`config.mk`:
```
export PLATFORM = sky130hd
export DESIGN_NAME = channel_frame_deframer_flat
export DESIGN_NICKNAME = d
export VERILOG_FILES = /design/src/cfd_pkg.sv /design/src/cfd_in_if.sv /design/src/cfd_out_if.sv /design/src/channel_frame_deframer.sv /design/src/flat_wrapper.sv
export SDC_FILE = /design/constraint.sdc
export NUM_CORES = 1
export LEC_CHECK = 0
export BUFFER_PORTS_ARGS = -buffer_cell sky130_fd_sc_hd__buf_2
export CAP_MARGIN = 20
export CORE_AREA = 2 2 157 159
export CTS_CLUSTER_DIAMETER = 50
export DETAILED_ROUTE_END_ITERATION = 16
export DIE_AREA = 0 0 159 161
export HOLD_SLACK_MARGIN = 0.15
export PLACE_DENSITY = 0.55
export SLEW_MARGIN = 15
export SYNTH_ARGS = -nofsm -noshare
export SYNTH_HDL_FRONTEND = slang
export SYNTH_SLANG_ARGS = --single-unit
```
`constraint.sdc`:
```
create_clock -name i_clk -period 3.6 [get_ports i_clk]
set_input_delay 0 -clock i_clk [delete_from_list [all_inputs] [get_ports i_clk]]
set_output_delay 0 -clock i_clk [all_outputs]
set_load 0.02 [all_outputs]
```
`src/cfd_pkg.sv`:
```
// shared constants and types of the channel frame deframer
package cfd_pkg;

    localparam int unsigned LengthCounterBits = 19;
    localparam int unsigned MaxLengthBits     = 19;
    localparam int unsigned HeaderBytes       = 20;
    localparam int unsigned CfgDataBits       = 32;

    localparam logic [31:0] AbsMaxLen   = 32'd262144;
    localparam logic [31:0] CounterMax  = 32'((64'd1 << LengthCounterBits) - 64'd1);
    localparam logic [31:0] CtrlChannel = 32'hFFFF_FFFF;
    localparam logic [31:0] CmdKilled   = 32'd65;
    localparam logic [7:0]  TagLong     = 8'h4C;

    typedef enum logic [1:0] {
        EV_PAYLOAD = 2'd0,
        EV_BAD_LEN = 2'd1,
        EV_SERVER  = 2'd2,
        EV_KILLED  = 2'd3
    } t_event;

    typedef enum logic {
        CFG_STREAM_CHANNEL = 1'b0,
        CFG_MAX_LENGTH     = 1'b1
    } t_cfg_index;

endpackage

```
`src/cfd_in_if.sv`:
```
// input channel of the deframer: one raw link byte per item
interface cfd_in_if;
    logic       valid;
    logic       ready;
    logic [7:0] stream_byte;

    modport source (output valid, output stream_byte, input ready);
    modport sink (input valid, input stream_byte, output ready);
endinterface

```
`src/cfd_out_if.sv`:
```
// output channel of the deframer: payload byte or error event per item
interface cfd_out_if;
    logic              valid;
    logic              ready;
    logic [7:0]        data_byte;
    logic              last_in_frame;
    cfd_pkg::t_event   event_res;

    modport source (output valid, output data_byte, output last_in_frame,
                    output event_res, input ready);
    modport sink (input valid, input data_byte, input last_in_frame,
                  input event_res, output ready);
endinterface

```
`src/channel_frame_deframer.sv`:
```
// channel frame deframer: splits a framed link byte stream and passes one channel out
//
// i_in carries raw link bytes, o_out carries payload bytes of the selected stream
// channel (last_in_frame marks the frame end) or a single error event.
// Each frame has a 20-byte header (big-endian length, big-endian channel, 12 spare
// bytes). Frames on other channels are dropped; the control channel is parsed for
// an 'L' tag and a 32-bit command that can report server error or stream killed.
// Configuration goes through i_cfg_we / i_cfg_index / i_cfg_data; the user must write
// it only while idle, as the block does not enforce this. A result reaches o_out
// in the cycle after its byte is accepted; one byte per cycle unless o_out stalls.
// Header counter, length compare and control capture sit between i_in and r_out_*.
// Reset (synchronous, active low) returns to the header phase, clears the halt
// flag and loads stream_channel 0 and max_frame_length 262144.
// When o_out stalls with a result held, i_in.ready drops for every byte, even
// one that makes no result, until the result register frees.
// After any error event all further bytes are consumed silently until reset.
module channel_frame_deframer (
    input  logic                               i_clk,
    input  logic                               i_rst_n,
    cfd_in_if.sink                             i_in,
    cfd_out_if.source                          o_out,
    input  logic                               i_cfg_we,
    input  logic                               i_cfg_index,
    input  logic [cfd_pkg::CfgDataBits-1:0]    i_cfg_data
);

    typedef enum logic {
        PH_HEADER,
        PH_BODY
    } t_phase;

    localparam int unsigned LenBits    = cfd_pkg::LengthCounterBits;
    localparam int unsigned CfgLenBits = cfd_pkg::MaxLengthBits;

    t_phase               r_phase, n_phase;
    logic [4:0]           r_hdr_cnt, n_hdr_cnt;
    logic [31:0]          r_length, n_length;
    logic [31:0]          r_channel, n_channel;
    logic [LenBits-1:0]   r_remaining, n_remaining;
    logic [2:0]           r_ctrl_cnt, n_ctrl_cnt;
    logic                 r_tag_ok, n_tag_ok;
    logic [31:0]          r_command, n_command;
    logic                 r_halted, n_halted;

    logic [31:0]          r_stream_channel;
    logic [CfgLenBits-1:0] r_max_length;

    logic                 r_out_valid;
    logic [7:0]           r_out_data;
    logic                 r_out_last;
    cfd_pkg::t_event      r_out_event;

    logic                 n_res_valid;
    logic [7:0]           n_res_data;
    logic                 n_res_last;
    cfd_pkg::t_event      n_res_event;

    logic                 accept;
    logic [31:0]          limit;
    logic [31:0]          cmd_eff;
    logic                 done;
    logic [7:0]           b;

    assign i_in.ready = !r_out_valid || o_out.ready;
    assign accept     = i_in.valid && i_in.ready;
    assign b          = i_in.stream_byte;

    // effective limit: register value saturated at the absolute maximum
    always_comb begin
        limit = 32'(r_max_length);
        if (limit > cfd_pkg::AbsMaxLen) begin
            limit = cfd_pkg::AbsMaxLen;
        end
        if (limit > cfd_pkg::CounterMax) begin
            limit = cfd_pkg::CounterMax;
        end
    end

    always_comb begin
        n_phase     = r_phase;
        n_hdr_cnt   = r_hdr_cnt;
        n_length    = r_length;
        n_channel   = r_channel;
        n_remaining = r_remaining;
        n_ctrl_cnt  = r_ctrl_cnt;
        n_tag_ok    = r_tag_ok;
        n_command   = r_command;
        n_halted    = r_halted;
        n_res_valid = 1'b0;
        n_res_data  = 8'd0;
        n_res_last  = 1'b0;
        n_res_event = cfd_pkg::EV_PAYLOAD;
        cmd_eff     = 32'd0;
        done        = 1'b0;

        if (!r_halted) begin
            case (r_phase)
                PH_HEADER: begin
                    if (r_hdr_cnt < 5'd4) begin
                        n_length = {r_length[23:0], b};
                    end else if (r_hdr_cnt < 5'd8) begin
                        n_channel = {r_channel[23:0], b};
                    end
                    n_hdr_cnt = r_hdr_cnt + 5'd1;
                    if (r_hdr_cnt == 5'(cfd_pkg::HeaderBytes - 1)) begin
                        n_hdr_cnt = 5'd0;
                        if (r_length == 32'd0 || r_length > limit) begin
                            n_halted    = 1'b1;
                            n_res_valid = 1'b1;
                            n_res_event = cfd_pkg::EV_BAD_LEN;
                        end else begin
                            n_remaining = r_length[LenBits-1:0];
                            n_ctrl_cnt  = 3'd0;
                            n_tag_ok    = 1'b0;
                            n_command   = 32'd0;
                            n_phase     = PH_BODY;
                        end
                    end
                end
                PH_BODY: begin
                    n_remaining = r_remaining - LenBits'(1);
                    done        = (n_remaining == '0);
                    if (done) begin
                        n_phase = PH_HEADER;
                    end
                    if (r_channel == cfd_pkg::CtrlChannel) begin
                        if (r_ctrl_cnt == 3'd0) begin
                            n_tag_ok   = (b == cfd_pkg::TagLong);
                            n_ctrl_cnt = 3'd1;
                        end else if (r_ctrl_cnt < 3'd5) begin
                            n_command  = {r_command[23:0], b};
                            n_ctrl_cnt = r_ctrl_cnt + 3'd1;
                        end
                        cmd_eff = (n_ctrl_cnt == 3'd5 && n_tag_ok) ? n_command : 32'd0;
                        if (done) begin
                            if (cmd_eff == 32'd0) begin
                                n_halted    = 1'b1;
                                n_res_valid = 1'b1;
                                n_res_event = cfd_pkg::EV_SERVER;
                            end else if (cmd_eff == cfd_pkg::CmdKilled) begin
                                n_halted    = 1'b1;
                                n_res_valid = 1'b1;
                                n_res_event = cfd_pkg::EV_KILLED;
                            end
                        end
                    end else if (r_channel == r_stream_channel) begin
                        n_res_valid = 1'b1;
                        n_res_data  = b;
                        n_res_last  = done;
                    end
                end
                default: begin
                    n_phase = PH_HEADER;
                end
            endcase
        end
    end

    always_ff @(posedge i_clk) begin
        if (!i_rst_n) begin
            r_phase          <= PH_HEADER;
            r_hdr_cnt        <= 5'd0;
            r_length         <= 32'd0;
            r_channel        <= 32'd0;
            r_remaining      <= '0;
            r_ctrl_cnt       <= 3'd0;
            r_tag_ok         <= 1'b0;
            r_command        <= 32'd0;
            r_halted         <= 1'b0;
            r_stream_channel <= 32'd0;
            r_max_length     <= CfgLenBits'(cfd_pkg::AbsMaxLen);
            r_out_valid      <= 1'b0;
        end else begin
            if (accept) begin
                r_phase     <= n_phase;
                r_hdr_cnt   <= n_hdr_cnt;
                r_length    <= n_length;
                r_channel   <= n_channel;
                r_remaining <= n_remaining;
                r_ctrl_cnt  <= n_ctrl_cnt;
                r_tag_ok    <= n_tag_ok;
                r_command   <= n_command;
                r_halted    <= n_halted;
            end
            if (i_cfg_we) begin
                case (i_cfg_index)
                    cfd_pkg::CFG_STREAM_CHANNEL: r_stream_channel <= i_cfg_data;
                    cfd_pkg::CFG_MAX_LENGTH:     r_max_length <= i_cfg_data[CfgLenBits-1:0];
                    default: begin
                    end
                endcase
            end
            if (accept && n_res_valid) begin
                r_out_valid <= 1'b1;
            end else if (o_out.ready) begin
                r_out_valid <= 1'b0;
            end
        end
    end

    // result payload, loaded only with a new result
    always_ff @(posedge i_clk) begin
        if (accept && n_res_valid) begin
            r_out_data  <= n_res_data;
            r_out_last  <= n_res_last;
            r_out_event <= n_res_event;
        end
    end

    assign o_out.valid         = r_out_valid;
    assign o_out.data_byte     = r_out_data;
    assign o_out.last_in_frame = r_out_last;
    assign o_out.event_res     = r_out_event;

endmodule

```
`src/flat_wrapper.sv`:
```
// flat-port wrapper written by rule: the top's interface ports become plain ports
module channel_frame_deframer_flat 
  (i_clk, i_rst_n, i_cfg_we, i_cfg_index, i_cfg_data, i_in_valid, i_in_stream_byte, i_in_ready, o_out_valid, o_out_data_byte, o_out_last_in_frame, o_out_event_res, o_out_ready);
  cfd_in_if i_in_i ();
  cfd_out_if o_out_i ();
  input  logic i_clk;
  input  logic i_rst_n;
  input  logic i_cfg_we;
  input  logic i_cfg_index;
  input  logic [cfd_pkg::CfgDataBits-1:0] i_cfg_data;
  input wire logic [$bits(i_in_i.valid)-1:0] i_in_valid;
  input wire logic [$bits(i_in_i.stream_byte)-1:0] i_in_stream_byte;
  output wire logic [$bits(i_in_i.ready)-1:0] i_in_ready;
  output wire logic [$bits(o_out_i.valid)-1:0] o_out_valid;
  output wire logic [$bits(o_out_i.data_byte)-1:0] o_out_data_byte;
  output wire logic [$bits(o_out_i.last_in_frame)-1:0] o_out_last_in_frame;
  output wire logic [$bits(o_out_i.event_res)-1:0] o_out_event_res;
  input wire logic [$bits(o_out_i.ready)-1:0] o_out_ready;
  assign i_in_i.valid = i_in_valid;
  assign i_in_i.stream_byte = i_in_stream_byte;
  assign i_in_ready = i_in_i.ready;
  assign o_out_valid = o_out_i.valid;
  assign o_out_data_byte = o_out_i.data_byte;
  assign o_out_last_in_frame = o_out_i.last_in_frame;
  assign o_out_event_res = o_out_i.event_res;
  assign o_out_i.ready = o_out_ready;
  channel_frame_deframer u_core (.i_clk(i_clk), .i_rst_n(i_rst_n), .i_in(i_in_i), .o_out(o_out_i), .i_cfg_we(i_cfg_we), .i_cfg_index(i_cfg_index), .i_cfg_data(i_cfg_data));
endmodule
```
Yosys cells after proc, flatten, opt, wreduce, memory -nomap -nowiden. Index checks and enable logic that the tools add are counted.

Flip-flop bits (word level): 189. Latch bits: 0. Memory bits (writable): 0. ROM bits: 0. Bits of input ports: 46. Output and inout bits: 13. Word-level logic and storage cells: 116. Memories: 0.

Add/sub/neg operators: 3. Multiply operators: 0. Div/mod/pow operators: 0. $lt $le $gt $ge: 6. Eq/ne operators: 9. Shift-type cells: 0. Muxes and demuxes: 58. Bitwise gates (word level): 5. Reduce and logical (&&, ||, !) cells: 20.

Operator list (number): $mux 32 (9); $mux 19 (4); $logic_not 32->1 (2); $pmux 32 s2 (1); $gt 19x19->1 const B (2); $pmux 19 s2 (1); $eq 32x32->1 (1); $eq 32x32->1 const B (1); $eq 32x7->1 const B (1); $gt 32x19->1 (1); $mux 3 (8); $mux 1 (23); $logic_not 19->1 (1); $sub 19x1->19 const B (1); $mux 2 (5); $reduce_and 5->1 (2); $eq 8x7->1 const B (1); $pmux 1 s2 (4); $reduce_and 4->1 (2); $pmux 3 s2 (1); $reduce_and 2->1 (3); $add 5x1->5 const B (1); $eq 5x5->1 const B (1); $lt 5x3->1 const B (1); other kinds (16) (24).

Logic depth before layout (Yosys ltp).
Depth in word-level cells: 18. Mapped depth: 14. Depth with buffers taken out: 12.

Worst setup path before layout. Ideal clock, no wire load.

Path type: flip-flop to flip-flop. Start point: reg u_core.r_max_length[0]. End point: reg u_core.r_out_data[0] (netlist: u_core.o_out.data_byte[0]) (enable). Setup time: 0.339 ns. Arrival: 3.685 ns. Data required time: 3.261 ns. Slack: -0.424 ns. Stages on the path, launching flop included: 12. Buffers on the path: 0. Clock period less this slack: 4.024 ns. Cells stage by stage: dfxtp_1 -> or4_1 -> o41ai_1 -> nand2_1 -> ha_1 -> nand4_1 -> nor3_1 -> a21boi_0 -> o211a_1 -> o21bai_1 -> a31o_2 -> inv_1.

Longest elaborated chain between the ends: 11.

Ends and longest elaborated chain: start, declared (line channel_frame_deframer.sv:46) `logic [CfgLenBits-1:0] r_max_length;`; start signal, assigned (line channel_frame_deframer.sv:171) `r_max_length <= CfgLenBits'(cfd_pkg::AbsMaxLen);`; start signal, assigned (line channel_frame_deframer.sv:188) `cfd_pkg::CFG_MAX_LENGTH: r_max_length <= i_cfg_data[CfgLenBits-1:0];`; $gt 19x19->1 (line channel_frame_deframer.sv:71) `if (limit > cfd_pkg::AbsMaxLen) begin`; $mux 19 (*) (line channel_frame_deframer.sv:71); $gt 19x19->1 (line channel_frame_deframer.sv:74) `if (limit > cfd_pkg::CounterMax) begin`; $mux 19 (*) (line channel_frame_deframer.sv:74); $gt 32x19->1 (*) (line channel_frame_deframer.sv:107) `if (r_length == 32'd0 || r_length > limit) begin`; $logic_or 1x1->1 (*) (line channel_frame_deframer.sv:107); $mux 1 (*) (line channel_frame_deframer.sv:107); $mux 1 (*) (line channel_frame_deframer.sv:105) `if (r_hdr_cnt == 5'(cfd_pkg::HeaderBytes - 1)) begin`; $pmux 1 s2 (*) (line channel_frame_deframer.sv:97) `case (r_phase)`; $mux 1 (*) (line channel_frame_deframer.sv:96) `if (!r_halted) begin`; $logic_and 1x1->1 (*) (line channel_frame_deframer.sv:203) `if (accept && n_res_valid) begin`; end signal, assigned (line channel_frame_deframer.sv:204) `r_out_data <= n_res_data;`; end, declared (line channel_frame_deframer.sv:49) `logic [7:0] r_out_data;`.

Mark *: on every way between the ends. The rest lies on a longest branch, timed or not. A chain may end at the register's enable or synchronous reset.

Worst setup path in the final report.
Start point: reg u_core.r_max_length[17]. End point: reg u_core.r_command[2].

Longest elaborated chain between the ends: 8.

Ends and longest elaborated chain: $gt 19x19->1 (line channel_frame_deframer.sv:71); $mux 19 (*) (line channel_frame_deframer.sv:71); $gt 19x19->1 (line channel_frame_deframer.sv:74); $mux 19 (*) (line channel_frame_deframer.sv:74); $gt 32x19->1 (*) (line channel_frame_deframer.sv:107); $logic_or 1x1->1 (*) (line channel_frame_deframer.sv:107); $ne 2x2->1 (no line) (*); $reduce_and 5->1 (no line) (*); end signal, assigned (line channel_frame_deframer.sv:182) `r_command <= n_command;`; end, declared (line channel_frame_deframer.sv:42) `logic [31:0] r_command, n_command;`.

Marks and branches as above.

==> impl_metrics.env <==
export IMPL_synth_seq_area_share_pct=41.57
export IMPL_syn_instance_count=1184
export IMPL_report_final_hold_viol_count=0
export IMPL_postSynth_topFlopCell="sky130_fd_sc_hd__dfxtp_1"
export IMPL_postRouteAntennaNets=0
export IMPL_synth_largest_type_area_fraction_pct=38.04
export IMPL_rsz0062_at_grt="true"
export IMPL_post_synth_num_cell_types=68
export IMPL_maxCapViolCount=0
export IMPL_number_of_failing_setup_endpoints_in_the_final_timing_report=0
export IMPL_power_static_leakage_nw=4.724
export IMPL_peakVddDrop_v=0.0002999
export IMPL_initial_core_util_pct=39.09
export IMPL_vias=8816
export IMPL_mappedNetlistArea_mm2=0.009366
export IMPL_num_nets_final=1374
export IMPL_post_layout_nonfiller_instances=1641
export IMPL_synth_edf_count=11
export IMPL_worst_slew_pin_transition_ns=0.7288
export IMPL_yosys_area_top_type="sky130_fd_sc_hd__dfxtp_1"
export IMPL_grt_first_pass_wirelength_um=45510
export IMPL_synthesis_area_per_instance_um2=7.911
export IMPL_layout_min_cycle_time_ns=3.522
export IMPL_final_common_cell="sky130_fd_sc_hd__nand2_1"
export IMPL_antenna_diodes=0
export IMPL_ranking_of_synthesized_cells_by_area="sky130_fd_sc_hd__dfxtp_1 38%, sky130_fd_sc_hd__nand2_1 13%, sky130_fd_sc_hd__a21oi_1 9.9%"
export IMPL_routed_via_density=5.372
export IMPL_yosys_warnings=0
export IMPL_core_area_mm2=0.02396
export IMPL_clockRootBuffer="sky130_fd_sc_hd__clkbuf_16"
export IMPL_grt_remaining_overflow=0
export IMPL_crit_path_start_kind="register"
export IMPL_critPathArrivalTime_ns=3.90
export IMPL_drt_pass1_iter_count=5
export IMPL_drc_errors=0
export IMPL_clock_latency_ns=0.44
export IMPL_routed_wire_length_per_instance_um=17.61
export IMPL_path_class="reg2reg"
export IMPL_worst_setup_path_end_kind="register"
export IMPL_deepest_clock_path_buffer_count=2
export IMPL_cts_htree_levels=4
export IMPL_worst_ep_required_time_ns=3.98
export IMPL_period_share_pct=97.84
export IMPL_port_buffers=58
export IMPL_worst_path_max_fanout=8
export IMPL_vias_in_the_first_global_route=8426
export IMPL_maxSlewViolCount=0
export IMPL_hold_class="in2reg"
export IMPL_placed_cells_incl_taps=1544
export IMPL_status="complete, no violations"
export IMPL_highest_count_cells_in_the_layout_ignoring_fill_and_taps="308 x sky130_fd_sc_hd__nand2_1, 183 x sky130_fd_sc_hd__a21oi_1, 175 x sky130_fd_sc_hd__dfxtp_1"
export IMPL_chipHeight_um=161
export IMPL_gpl_final_weighted_congestion=0.8494
export IMPL_num_io_pins=59
export IMPL_ys_async_sr_fraction_pct=0
export IMPL_antenna_violations_before_repair=0
export IMPL_cts_tree="built"
export IMPL_post_route_util_pct=48.90
export IMPL_largest_net_degree_at_the_start_of_global_routing=71
export IMPL_worst_setup_hold_path_clk_slew_ns=0.07
export IMPL_layout_area_overhead_vs_synth_pct=25.11
export IMPL_finClkSkew_ns=0.01116
export IMPL_post_route_cells_drive_above_1_share_pct=15.79
export IMPL_grt_use_total_pct=22.03
export IMPL_cts_sinks=189
export IMPL_top_achievable_clock_speed_ghz=0.2839
export IMPL_dp_hpwl_um=19450
export IMPL_postSynthRegisterBits=189
export IMPL_cts_buffers=17
export IMPL_dieArea_mm2=0.02560
export IMPL_power_density_mw_per_mm2=382.5
export IMPL_placement_rows=57
export IMPL_mappedNetlistNets=1254
export IMPL_route_final_wire_length_um=28910
export IMPL_dieWidth_um=159
export IMPL_rrSetupSlack_ns=0.08
export IMPL_headroom_to_the_max_slew_limit_pct=51.42
export IMPL_nFillCells=2353
export IMPL_initialDrtViolationCount=593
## state kept, by name (all words and copies together), names as in the netlist
register / cells
u_core.o_out.last_in_frame: 1
u_core.r_halted: 1
u_core.r_channel: 32
u_core.r_command: 32
u_core.r_phase: 1
u_core.r_stream_channel: 32
u_core.o_out.data_byte: 8
u_core.o_out.event_res: 2
u_core.o_out.valid: 1
u_core.r_tag_ok: 1
u_core.r_remaining: 19
u_core.r_hdr_cnt: 5
u_core.r_length: 32
u_core.r_ctrl_cnt: 3
u_core.r_max_length: 19
## metal layers
layer  vias to the layer above  share of wire (%)  track usage, %
li1                       4414                  -               -
met1                      4140                 47           29.76
met2                       220                 47           36.78
met3                        42                3.5           2.542
met4                         0                2.2           7.479
met5                         -                  0               0
## cells in the mapped netlist, drive strengths merged, types with 4 or more instances
cell,count
dfxtp,178
ha,24
buf,15
o211ai,8
nor3,17
nand2b,5
a211oi,5
or4,10
nor2b,9
or3,6
clkbuf,58
or3b,6
nor2,37
o2bb2ai,11
o21a,5
o31ai,4
and2,12
a21o,34
o41ai,4
nand2,314
a21oi,186
or2,5
edfxtp,11
a211o,4
xnor2,28
nand4,23
inv,12
mux2i,10
xor2,12
nand3,19
nor3b,6
and3,4
nand3b,5
o21ai,25
nor4,28
nand4b,6
## metrics by stage
step | instance area, µm² | TNS, ns | worst slack, ns | power [W] | hold WS, ns
6_report | 11720 | 0 | 0.07763 | 0.004483 | 0.3456
3_3_place_gp | 10210 | 0 | 0.04989 | 0.002588 | 0.2456
3_5_place_dp | 10210 | -0.5361 | -0.02730 | 0.002590 | 0.2474
5_1_grt | 11720 | -4.648 | -0.1482 | 0.004642 | 0.3696
2_1_floorplan | 9385 | 0 | 0.01516 | 0.002442 | 0.1100
4_1_cts | 11290 | 0 | 0.01631 | 0.004467 | 0.3327
## where the power goes
part           total [W]  internal (W)  switching, W
logic           0.000433      0.000198      0.000235
clock network    0.00186      0.000973      0.000882
registers        0.00219       0.00214     0.0000508
total            0.00448       0.00332       0.00117
## kinds of logic (layout without fill, tap and decap cells)
| kind of cell | Yosys count | count (layout) | share of synthesized area, % |
|---|---|---|---|
| flip-flops | 189 | 189 | 41.57 |
| AO/OA/AOI/OAI | 313 | 313 | 20.28 |
| multiplexers | 10 | 10 | 1.069 |
| buffers and inverters | 87 | 220 | 3.834 |
| AND/OR/NAND/NOR | 521 | 521 | 26.30 |
| XOR/XNOR | 40 | 40 | 3.740 |
| adder cells (fa/ha/maj) | 24 | 24 | 3.206 |
## final cells by class
cell class | instances | area [µm²] | area share (%)
Sequential cell | 189 | 3902 | 33.30
Multi-Input combinational cell | 908 | 5348 | 45.63
Timing Repair Buffer | 174 | 1441 | 12.30
Clock buffer | 19 | 432.9 | 3.694
Clock inverter | 13 | 133.9 | 1.142
Inverter | 14 | 55.05 | 0.4698
Tap cell | 324 | 405.4 | 3.459
## repair_timing
action	CTS	global route
setup buffers	0	6
hold buffers	50	0
pin swaps	0	34
cloned	0	9
resized for setup	2	43
hold endpoints to repair	95	0
endpoints found under the setup margin	56	68
## worst max-delay path, cell delays in order, from the launching register on
cell	delay, ns
sky130_fd_sc_hd__dfxtp_4	0.37
sky130_fd_sc_hd__nor4_4	0.29
sky130_fd_sc_hd__nand3_2	0.13
sky130_fd_sc_hd__o41ai_4	0.34
sky130_fd_sc_hd__buf_6	0.19
sky130_fd_sc_hd__nand2_2	0.08
sky130_fd_sc_hd__ha_4	0.26
sky130_fd_sc_hd__and3_4	0.17
sky130_fd_sc_hd__and4b_1	0.24
sky130_fd_sc_hd__buf_6	0.12
sky130_fd_sc_hd__nand4_1	0.08
sky130_fd_sc_hd__o32a_1	0.38
sky130_fd_sc_hd__o41ai_4	0.08
sky130_fd_sc_hd__nor3b_4	0.30
sky130_fd_sc_hd__buf_12	0.16
sky130_fd_sc_hd__clkbuf_16	0.15
sky130_fd_sc_hd__a21o_1	0.11
## worst paths after layout
| path | startpoint | endpoint | depth (start not counted) |
|---|---|---|---|
| setup / recovery | u_core.r_max_length[17] | u_core.r_command[2] | 16 |
| hold / removal | i_cfg_data[17] | u_core.r_max_length[17] | 4 |
| setup reg to reg | u_core.r_max_length[17] | u_core.r_command[2] | 16 |
| hold reg to reg | u_core.r_length[29] | u_core.r_length[29] | 2 |
(Power assumes the default switching activity.)
